**src/sv/rpn_stack_calculator_assert.svh**
```systemverilog
// Assertion macros for the calculator
`ifndef RPN_STACK_CALCULATOR_ASSERT_SVH
`define RPN_STACK_CALCULATOR_ASSERT_SVH

`ifndef SYNTHESIS
`define RPNC_ASSERT(lbl, prop) \
  lbl: assert property (@(posedge clk) disable iff (!rst_n) prop) \
    else $error("rpnc assertion failed");
`define RPNC_ASSERT_ALWAYS(lbl, prop) \
  lbl: assert property (@(posedge clk) prop) \
    else $error("rpnc assertion failed");
`else
`define RPNC_ASSERT(lbl, prop)
`define RPNC_ASSERT_ALWAYS(lbl, prop)
`endif

`endif

```
**src/sv/rpnc_pkg.sv**
```systemverilog
`timescale 1ns / 1ps
package rpnc_pkg;
  localparam int STACK_DEPTH = 16;
  localparam int ADDR_W = $clog2(STACK_DEPTH);
  localparam int PTR_W = $clog2(STACK_DEPTH + 1);
  localparam int DATA_W = 32;
  localparam int DEPTH_W = 5;
  localparam int CNT_W = $clog2(DATA_W);

  localparam logic [3:0] OP_PUSH = 4'd0;
  localparam logic [3:0] OP_DUP = 4'd1;
  localparam logic [3:0] OP_PEEK = 4'd2;
  localparam logic [3:0] OP_POP = 4'd3;
  localparam logic [3:0] OP_ADD = 4'd4;
  localparam logic [3:0] OP_SUB = 4'd5;
  localparam logic [3:0] OP_MUL = 4'd6;
  localparam logic [3:0] OP_DIV = 4'd7;
  localparam logic [3:0] OP_MOD = 4'd8;

  localparam logic [1:0] ST_OK = 2'd0;
  localparam logic [1:0] ST_UNDER = 2'd1;
  localparam logic [1:0] ST_OVER = 2'd2;
  localparam logic [1:0] ST_DIVZ = 2'd3;
endpackage

```
**src/sv/rpnc_ram.sv**
```systemverilog
`timescale 1ns / 1ps
module rpnc_ram #(
  parameter int WIDTH = 32,
  parameter int DEPTH = 16
) (
  input  logic                     clk,
  input  logic                     we,
  input  logic [$clog2(DEPTH)-1:0] waddr,
  input  logic [WIDTH-1:0]         wdata,
  input  logic [$clog2(DEPTH)-1:0] raddr,
  output logic [WIDTH-1:0]         rdata
);
  logic [WIDTH-1:0] mem_r [DEPTH];
  logic [WIDTH-1:0] rdata_r;

  always_ff @(posedge clk) begin
    if (we) begin
      mem_r[waddr] <= wdata;
    end
    rdata_r <= mem_r[raddr];
  end

  assign rdata = rdata_r;
endmodule

```
**src/sv/rpn_stack_calculator.sv**
```systemverilog
`timescale 1ns / 1ps
// Reverse-Polish integer stack calculator with a 16-entry stack of 32-bit
// values held in a RAM. One result beat follows each input beat, and the
// input stalls until the block is back in idle. A push, an unknown opcode
// and any item that fails its stack check go straight to the result hand-off;
// dup, peek and pop first read the top of stack; divide or modulo by zero
// also reads the second operand; add, subtract, multiply, divide and modulo
// add to both reads the bit-serial datapath, which retires one operand bit per
// cycle (serial add/subtract, shift-add multiply, restoring divide), then a
// write-back and the hand-off to the output register. A finished
// result waits in the output register, and while it is stalled there the
// next result cannot leave the block.
`include "rpn_stack_calculator_assert.svh"
module rpn_stack_calculator (
  input  logic                        clk,
  input  logic                        rst_n,
  input  logic                        in_valid,
  output logic                        in_stall,
  input  logic [3:0]                  in_opcode,
  input  logic signed [31:0]          in_operand_value,
  output logic                        out_valid,
  input  logic                        out_stall,
  output logic signed [31:0]          out_shown_value,
  output logic                        out_shown_valid,
  output logic [1:0]                  out_status,
  output logic [rpnc_pkg::DEPTH_W-1:0] out_stack_depth
);
  import rpnc_pkg::*;

  typedef enum logic [2:0] {S_IDLE, S_TOP, S_SEC, S_CALC, S_FIX, S_FIN} state_t;

  state_t             state_r;
  logic [3:0]         op_r;
  logic [PTR_W-1:0]   sp_r;
  logic [DATA_W-1:0]  a_r, b_r, res_r, rem_r, shown_r;
  logic               c_r, nl_r, nr_r, valid_r;
  logic [1:0]         status_r;
  logic [CNT_W-1:0]   cnt_r;
  logic               out_valid_r;
  logic [DATA_W-1:0]  out_shown_r;
  logic               out_shown_valid_r;
  logic [1:0]         out_status_r;
  logic [DEPTH_W-1:0] out_depth_r;

  logic [PTR_W-1:0]   sp_m1, sp_m2;
  logic               we;
  logic [ADDR_W-1:0]  waddr, raddr;
  logic [DATA_W-1:0]  wdata, rdata, res_fix;
  logic               bb, sbit, cy_nxt;
  logic [DATA_W:0]    sh, diff;
  logic               accept, out_free;

  assign sp_m1 = sp_r - PTR_W'(1);
  assign sp_m2 = sp_r - PTR_W'(2);
  assign accept = in_valid && (state_r == S_IDLE);
  assign out_free = !out_valid_r || !out_stall;

  assign bb = b_r[0] ^ (op_r == OP_SUB);
  assign sbit = a_r[0] ^ bb ^ c_r;
  assign cy_nxt = (a_r[0] & bb) | (a_r[0] & c_r) | (bb & c_r);
  assign sh = {rem_r, a_r[DATA_W-1]};
  assign diff = sh - {1'b0, b_r};

  always_comb begin
    unique case (op_r)
      OP_DIV:  res_fix = (nl_r ^ nr_r) ? (DATA_W'(0) - a_r) : a_r;
      OP_MOD:  res_fix = nl_r ? (DATA_W'(0) - rem_r) : rem_r;
      default: res_fix = res_r;
    endcase
  end

  always_comb begin
    we = 1'b0;
    waddr = sp_r[ADDR_W-1:0];
    wdata = rdata;
    raddr = sp_m1[ADDR_W-1:0];
    unique case (state_r)
      S_IDLE: begin
        we = accept && (in_opcode == OP_PUSH) && (sp_r < PTR_W'(STACK_DEPTH));
        wdata = in_operand_value;
      end
      S_TOP: begin
        raddr = sp_m2[ADDR_W-1:0];
        we = (op_r == OP_DUP);
      end
      S_FIX: begin
        we = 1'b1;
        waddr = sp_m2[ADDR_W-1:0];
        wdata = res_fix;
      end
      default: ;
    endcase
  end

  rpnc_ram #(.WIDTH(DATA_W), .DEPTH(STACK_DEPTH)) u_stack (
    .clk   (clk),
    .we    (we),
    .waddr (waddr),
    .wdata (wdata),
    .raddr (raddr),
    .rdata (rdata)
  );

  always_ff @(posedge clk) begin
    if (!rst_n) begin
      state_r <= S_IDLE;
      sp_r <= '0;
      out_valid_r <= 1'b0;
      out_depth_r <= '0;
    end else begin
      if (out_valid_r && !out_stall) begin
        out_valid_r <= 1'b0;
      end
      unique case (state_r)
        S_IDLE: begin
          if (in_valid) begin
            op_r <= in_opcode;
            shown_r <= '0;
            valid_r <= 1'b0;
            status_r <= ST_OK;
            state_r <= S_FIN;
            priority case (in_opcode)
              OP_PUSH: begin
                if (sp_r >= PTR_W'(STACK_DEPTH)) begin
                  status_r <= ST_OVER;
                end else begin
                  sp_r <= sp_r + PTR_W'(1);
                end
              end
              OP_DUP: begin
                if (sp_r == '0) begin
                  status_r <= ST_UNDER;
                end else if (sp_r >= PTR_W'(STACK_DEPTH)) begin
                  status_r <= ST_OVER;
                end else begin
                  state_r <= S_TOP;
                end
              end
              OP_PEEK, OP_POP: begin
                if (sp_r == '0) begin
                  status_r <= ST_UNDER;
                end else begin
                  state_r <= S_TOP;
                end
              end
              OP_ADD, OP_SUB, OP_MUL, OP_DIV, OP_MOD: begin
                if (sp_r < PTR_W'(2)) begin
                  status_r <= ST_UNDER;
                end else begin
                  state_r <= S_TOP;
                end
              end
              default: ;
            endcase
          end
        end
        S_TOP: begin
          b_r <= rdata;
          state_r <= S_FIN;
          priority case (op_r)
            OP_DUP: sp_r <= sp_r + PTR_W'(1);
            OP_PEEK: begin
              shown_r <= rdata;
              valid_r <= 1'b1;
            end
            OP_POP: begin
              shown_r <= rdata;
              valid_r <= 1'b1;
              sp_r <= sp_m1;
            end
            default: state_r <= S_SEC;
          endcase
        end
        S_SEC: begin
          cnt_r <= '0;
          res_r <= '0;
          rem_r <= '0;
          c_r <= (op_r == OP_SUB);
          nl_r <= rdata[DATA_W-1];
          nr_r <= b_r[DATA_W-1];
          a_r <= rdata;
          state_r <= S_CALC;
          if ((op_r == OP_DIV) || (op_r == OP_MOD)) begin
            if (b_r == '0) begin
              status_r <= ST_DIVZ;
              state_r <= S_FIN;
            end
            a_r <= rdata[DATA_W-1] ? (DATA_W'(0) - rdata) : rdata;
            b_r <= b_r[DATA_W-1] ? (DATA_W'(0) - b_r) : b_r;
          end
        end
        S_CALC: begin
          cnt_r <= cnt_r + CNT_W'(1);
          if (cnt_r == CNT_W'(DATA_W - 1)) begin
            state_r <= S_FIX;
          end
          priority case (op_r)
            OP_ADD, OP_SUB: begin
              res_r <= {sbit, res_r[DATA_W-1:1]};
              c_r <= cy_nxt;
              a_r <= a_r >> 1;
              b_r <= b_r >> 1;
            end
            OP_MUL: begin
              if (b_r[0]) begin
                res_r <= res_r + a_r;
              end
              a_r <= a_r << 1;
              b_r <= b_r >> 1;
            end
            default: begin
              if (!diff[DATA_W]) begin
                rem_r <= diff[DATA_W-1:0];
              end else begin
                rem_r <= sh[DATA_W-1:0];
              end
              a_r <= {a_r[DATA_W-2:0], !diff[DATA_W]};
            end
          endcase
        end
        S_FIX: begin
          sp_r <= sp_m1;
          state_r <= S_FIN;
        end
        S_FIN: begin
          if (out_free) begin
            out_valid_r <= 1'b1;
            out_shown_r <= shown_r;
            out_shown_valid_r <= valid_r;
            out_status_r <= status_r;
            out_depth_r <= DEPTH_W'(sp_r);
            state_r <= S_IDLE;
          end
        end
        default: state_r <= S_IDLE;
      endcase
    end
  end

  assign in_stall = (state_r != S_IDLE);
  assign out_valid = out_valid_r;
  assign out_shown_value = out_shown_r;
  assign out_shown_valid = out_shown_valid_r;
  assign out_status = out_status_r;
  assign out_stack_depth = out_depth_r;

  `RPNC_ASSERT(a_sp_bound, sp_r <= PTR_W'(STACK_DEPTH))
  `RPNC_ASSERT(a_accept_busy, in_valid && !in_stall |=> state_r != S_IDLE)
  `RPNC_ASSERT(a_calc_len, state_r == S_CALC && cnt_r == CNT_W'(DATA_W - 1) |=> state_r == S_FIX)
  `RPNC_ASSERT(a_fin_out, state_r == S_FIN && out_free |=> out_valid_r && state_r == S_IDLE)
  `RPNC_ASSERT(a_shown_ok, out_valid_r && out_shown_valid_r |-> out_status_r == ST_OK)
endmodule
```
**config.mk**
```make
export PLATFORM = sky130hd
export DESIGN_NAME = rpn_stack_calculator
export DESIGN_NICKNAME = d
export VERILOG_FILES = /design/src/sv/rpnc_pkg.sv /design/src/sv/rpnc_ram.sv /design/src/sv/rpn_stack_calculator.sv
export VERILOG_INCLUDE_DIRS = /design/src /design/src/sv
export SDC_FILE = /design/constraint.sdc
export NUM_CORES = 1
export LEC_CHECK = 0
export BUFFER_PORTS_ARGS = -buffer_cell sky130_fd_sc_hd__buf_2
export CAP_MARGIN = 20
export CORE_MARGIN = 10
export CORE_UTILIZATION = 30
export CTS_CLUSTER_DIAMETER = 40
export DETAILED_ROUTE_END_ITERATION = 6
export PLACE_DENSITY = 0.41
export SLEW_MARGIN = 20
export SYNTH_ARGS = -nofsm -noshare
export SYNTH_HDL_FRONTEND = slang
export SYNTH_HIERARCHICAL = 1
export SYNTH_SLANG_ARGS = --single-unit
```
**constraint.sdc**
```tcl
create_clock -name clk -period 5.65 [get_ports clk]
set_input_delay 0.565 -clock clk [delete_from_list [all_inputs] [get_ports clk]]
set_output_delay 0.565 -clock clk [all_outputs]
set_load 0.03 [all_outputs]
```
# After elaboration in Yosys (flattened, before gate mapping)
# Memory sizes are Yosys's and may differ from the RTL's. A register that Yosys moved wholly into a read port is not among the register bits.
# Index checks and enable logic that the tools add are counted.
# classes
reduce_logical,39
n_lt_le_gt_ge,3
muxes,61
eq_ne,37
bitwise_logic,9
addsub,10
# op_table
op,n
$pmux W32 S2,8
$mux W32,12
$sub A1 B32 Y32 const A,4
$pmux W32 S3,1
$sub A33 B32 Y33,1
$add A32 B32 Y32,1
$eq A4 B3 Y1 const B,8
$logic_not A32 Y1,1
$mux W3,10
$ne A2 B2 Y1 const B,11
$pmux W5 S2,2
$pmux W3 S6,1
$eq A4 B2 Y1 const B,4
$mux W5,3
$pmux W5 S3,1
$reduce_and A3 Y1,5
$reduce_and A5 Y1,3
$reduce_and A4 Y1,3
$add A5 B1 Y5 const B,2
$mux W1,10
$mux W2,5
$ne A3 B3 Y1 const B,3
$pmux W3 S3,1
$reduce_bool A3 Y1,3
other kinds (31),56
# word_totals
ramBits,512
wordCells,180
register_bits,224
inputBits,40
n_memories,1
out_inout_bits,42
# mem_list
memory,depth,width,rd,rd_clocked_by_memory_dff,write_ports,line_no,source
u_stack.mem_r,16,32,1,1,1,rpnc_ram.sv:13,logic [WIDTH-1:0] mem_r [DEPTH];

# Depth between registers and ports, before layout
# logic_depth
word_depth,7
mapped_depth,13
depth_no_buf,12

# By module
# The synthesis kept the hierarchy.
# modules_own_cells
mod,cells_each,instances,area_each_um2,seq_area_each_um2
rpnc_ram,838,1,19835.3,16015.4
rpn_stack_calculator,1921,1,16866.2,6586.3

# Least setup slack after synthesis
# Ideal clock, no wire load.
# synth_timing
path_type,reg-to-reg
start,reg state_r[0]
end,mem u_stack.mem_r[0][0] (enable)
required_time_ns,5.189
setup_slack_ns,0.929
arrival_ns,4.260
period_less_slack_ns,4.721
path_stages_with_launch,8
n_path_buf,1
setup_time_ns,0.461
cell_sequence,dfxtp_1 inv_1 clkbuf_1 nor3_1 nand3_1 o22ai_1 or3b_2 nor3_1
# synth_between
elab_chain_cells,7
elab_cells_between_ends,10
cone_classes,2 x eq/ne; 4 x mux; 4 x reduce/logical
# synth_rtl
item,line_no,source
from (decl),rpn_stack_calculator.sv:32,state_t state_r;
from (signal assigned),rpn_stack_calculator.sv:106,state_r <= S_IDLE;
from (signal assigned),rpn_stack_calculator.sv:121,state_r <= S_FIN;
from (signal assigned),rpn_stack_calculator.sv:136,state_r <= S_TOP;
$logic_not A3 Y1,"rpn_stack_calculator.sv:55, rpn_stack_calculator.sv:77",
$logic_and A1 B1 Y1,rpn_stack_calculator.sv:55,assign accept = in_valid && (state_r == S_IDLE);
$logic_and A1 B1 Y1 (2 in series),rpn_stack_calculator.sv:79,we = accept && (in_opcode == OP_PUSH) && (sp_r < PTR_W'(STACK_DEPTH));
$pmux W1 S3 (*),rpn_stack_calculator.sv:77,unique case (state_r)
net we,rpn_stack_calculator.sv:46,logic we;
$mux W1 (*),rpnc_ram.sv:17,if (we) begin
$mux W1 (not written as such) (*),rpnc_ram.sv:18,mem_r[waddr] <= wdata;
to (decl),rpnc_ram.sv:13,
# Mark *: on every way through the listed nets, which the timed path passes. The rest lies on a longest branch.

# Final worst setup path
# layout_timing
start,reg state_r[0]
end,mem u_stack.mem_r[3][20] (enable)
# layout_between
elab_cells_between_ends,10
cone_classes,2 x eq/ne; 4 x mux; 4 x reduce/logical
# layout_lines
item,line_no,source
$eq A3 B3 Y1,rpn_stack_calculator.sv:77,
$mux W4,rpn_stack_calculator.sv:77,
net waddr[1],rpn_stack_calculator.sv:47,"logic [ADDR_W-1:0] waddr, raddr;"
# The timed path passes the listed nets, and every way through them passes these cells.

==> flow_metrics.py <==
metrics = {
    "place": {
        "hpwl_um": 80700,
        "dp_cells": 4408,
        "dp_slack_ns": 1.55,
        "globalplace.congestion": 0.834,
        "port_buffers": 81,
    },
    "setup_path": {
        "critical_path.cell_chain": "buf_4 > nor2_1 > buf_4 > nand2_1 > xnor2_1 > nand2_1 > nor2_4 > buf_4",
        "path_depth": 8,
        "r2r_cells": 8,
        "critPathLaunchType": "register",
        "crit_type": "register to register",
        "endpoint_kind": "register",
        "cp_max_fo": 45,
        "critPathTopFamily": "simple AND/OR/NAND/NOR gates",
        "critPathMaxStageDelay_ns": 0.79,
        "worstPathRequired_ns": 6.05,
        "slowest_stage": "xnor2_1",
        "worstPathArrival_ns": 4.52,
        "path_common_cell": "buf_4",
        "cp_num_buf_inv": 3,
    },
    "grt": {
        "grt_max_degree": 74,
        "grt_usage": 0.177,
        "gr-total-overflow": 0,
        "antenna_found_initial": 10,
        "grt_pass1_vias": 25000,
        "grt_pass1_wl_um": 178000,
    },
    "logic_synthesis": {
        "synth_cell_type_count": 79,
        "synthTopCellsByCount": "edfxtp_1 (722), nand2_1 (243), nor2_1 (235), o21ai_0 (137), a21oi_1 (129)",
        "synth_most_common_cell": "edfxtp_1",
        "avgSynthCellArea_um2": 13.3,
        "synth_largest_area_cell": "edfxtp_1",
        "yosysTopAreaCellShare": 0.591,
        "ys_ff_latch": 768,
        "netlist_instances": 2759,
        "synthTopCellsByArea": "edfxtp_1 (59%), mux4_2 (7.9%), xnor2_1 (2.6%)",
        "synth_enable_flop_cells": 722,
        "ys_seq_area_frac": 0.616,
        "syn_nets": 2877,
        "synth_flop_cell": "edfxtp_1",
        "synth_area_um2": 36700,
        "synthArstFlopShare": 0,
        "synth-warning-count": 6,
    },
    "routing": {
        "drc": 1,
        "wl_per_cell_um": 26.3,
        "ant_nets": 0,
        "firstDrtPassIters": 7,
        "drt_wl_total_um": 122000,
        "first_iter_violations": 2635,
        "num_vias": 24800,
        "via_per_inst": 5.32,
    },
    "power": {
        "leakagePower_nw": 15.2,
        "p_clk_frac": 0.346,
        "intPower_w": 0.0152,
        "p_sw_frac": 0.349,
        "switching_power_w": 0.00816,
        "power_frac_seq": 0.347,
        "vdd_drop_max_mv": 0.347,
        "combPwrFrac": 0.307,
        "p_per_area_nw_per_um2": 530,
    },
    "worst_hold_path": {
        "hold_class": "input pin to register",
        "whs_path_depth": 1,
    },
    "clock_network": {
        "clkSinkCount": 768,
        "htreeDepth": 4,
        "clk_latency_ns": 0.76,
        "cts-hold-fix-buffers": 0,
        "cts_resized": 0,
        "clk_pin_slew_ns": 0.05,
        "cts-root-buf": "clkbuf_16",
        "clk_path_buf_depth": 3,
        "numCtsBuffers": 136,
        "cts_tree": "built",
        "postCtsSetupBuffers": 0,
    },
    "layout": {
        "n_fill_cell": 11700,
        "nNetsFinal": 3039,
        "stdcell_count": 4655,
        "final_util": 0.363,
        "multi_input_area_um2": 13500,
        "seq_area_um2": 22600,
        "drive_gt1_frac": 0.197,
        "n_antenna_cell": 0,
        "syn_to_final_growth_pct": 20.3,
    },
    "sta": {
        "setup_viol": 0,
        "fin_ws_ns": 1.53,
        "fin_skew_ns": 0.0413,
        "min_period_ns": 4.12,
        "fmax_mhz": 243,
        "hold_viol_final": 0,
        "maxSlewViolCount": 0,
        "rsz0062_at_grt": "no",
        "maxSlewHeadroom": 0.287,
        "tightest_slew_ns": 1.07,
        "finalSetupTns_ns": 0,
        "fin_crit_sh": 0.729,
    },
    "outcome": {
        "outcome": "complete, but fails checks",
        "violations": "design-rule violations",
    },
    "floorplanning": {
        "core_um2": 122000,
        "initial_core_util": 0.302,
        "die_w_um": 370,
        "dieArea_um2": 137000,
        "io_pins": 82,
        "die_y_um": 370,
        "rows": 128,
    },
    "flow_run": {
        "maxCapViolCount": 0,
    },
}
[logic make-up after synthesis]
kind of cell,share of synthesized area
adder cells (fa/ha/maj),0.0272
flip-flops,0.616
AND/OR/NAND/NOR,0.102
AO/OA/AOI/OAI,0.104
multiplexers,0.0878
XOR/XNOR,0.0399
buffers and inverters,0.0241
[layout by cell type (no fill, tap or decap), types with 37 or more instances in the layout]
cell / count
buf_4: 95
a22oi_1: 77
nand3_1: 50
buf_2: 81
inv_1: 63
o21ai_0: 132
dfxtp_1: 44
nor2_1: 217
xor2_1: 59
mux4_2: 128
a221oi_1: 37
xnor2_1: 107
a31oi_1: 38
nand2_1: 242
a21oi_1: 127
edfxtp_1: 722
ha_1: 74
clkbuf_16: 138
[worst register-to-register path, stage by stage, from the launching register on]
cell and delay (ns):
dfxtp_2 0.34, buf_4 0.30, nor2_1 0.18, buf_4 0.17, nand2_1 0.42, xnor2_1 0.80, nand2_1 0.44, nor2_4 0.67
buf_4 0.45
[sequential cells by signal (all words and copies together), names as in the netlist, 3 cells and up]
name and cells:
a_r 32, out_shown_value 32, rem_r 32, state_r 3
u_stack/mem_r 512, res_r 32, shown_r 32, cnt_r 5
b_r 32, u_stack/rdata 32, op_r 4, out_stack_depth 5
sp_r 5
[per-layer routing]
metal	up-vias	routed length (µm)	GRT usage	share of wire
li1	11000	-	-	-
met1	12800	57300	0.254	0.47
met2	816	53900	0.264	0.44
met3	165	8340	0.0399	0.068
met4	2	2780	0.0514	0.023
met5	-	8	0	0.000065
[worst paths after layout]
path,slack (ns),endpoint,from
min,0.12,op_r[2]$_DFFE_PP_,in_opcode[2]
min reg2reg,0.41,out_shown_value[17]$_DFFE_PP_,shown_r[17]$_SDFFCE_PN0P_
max,1.53,u_stack/mem_r[3][20]$_DFFE_PP_,state_r[0]$_SDFFE_PN0P_
max reg2reg,1.53,u_stack/mem_r[3][20]$_DFFE_PP_,state_r[0]$_SDFFE_PN0P_
[cell type report]
type | instances | area share
inverters | 63 | 0.00536
multi-input cells | 1768 | 0.305
clock inverters | 89 | 0.0218
flip-flops and latches | 768 | 0.512
clock buffers | 158 | 0.0806
well taps | 1625 | 0.0460
repair buffers | 184 | 0.0290
[metrics by stage]
step	total power [W]	hold WS, ns	cell area (µm²)
final	0.0234	0.115	44200
after CTS	0.0237	0.0591	44100
after floorplan	0.0125	0.400	36700
after global placement	0.0154	0.405	39600
after global routing	0.0245	0.0897	44200
after detailed placement	0.0155	0.405	39600
[power groups by stage]
stage	registers [W]	clock network, W	logic, W
6_report	0.00812	0.00810	0.00718
5_1_grt	0.00817	0.00855	0.00782
4_1_cts	0.00812	0.00827	0.00728
3_5_place_dp	0.00823	0	0.00724
3_3_place_gp	0.00822	0	0.00719
2_1_floorplan	0.00794	0	0.00452
Note: power is estimated with default switching activity, not from simulation.
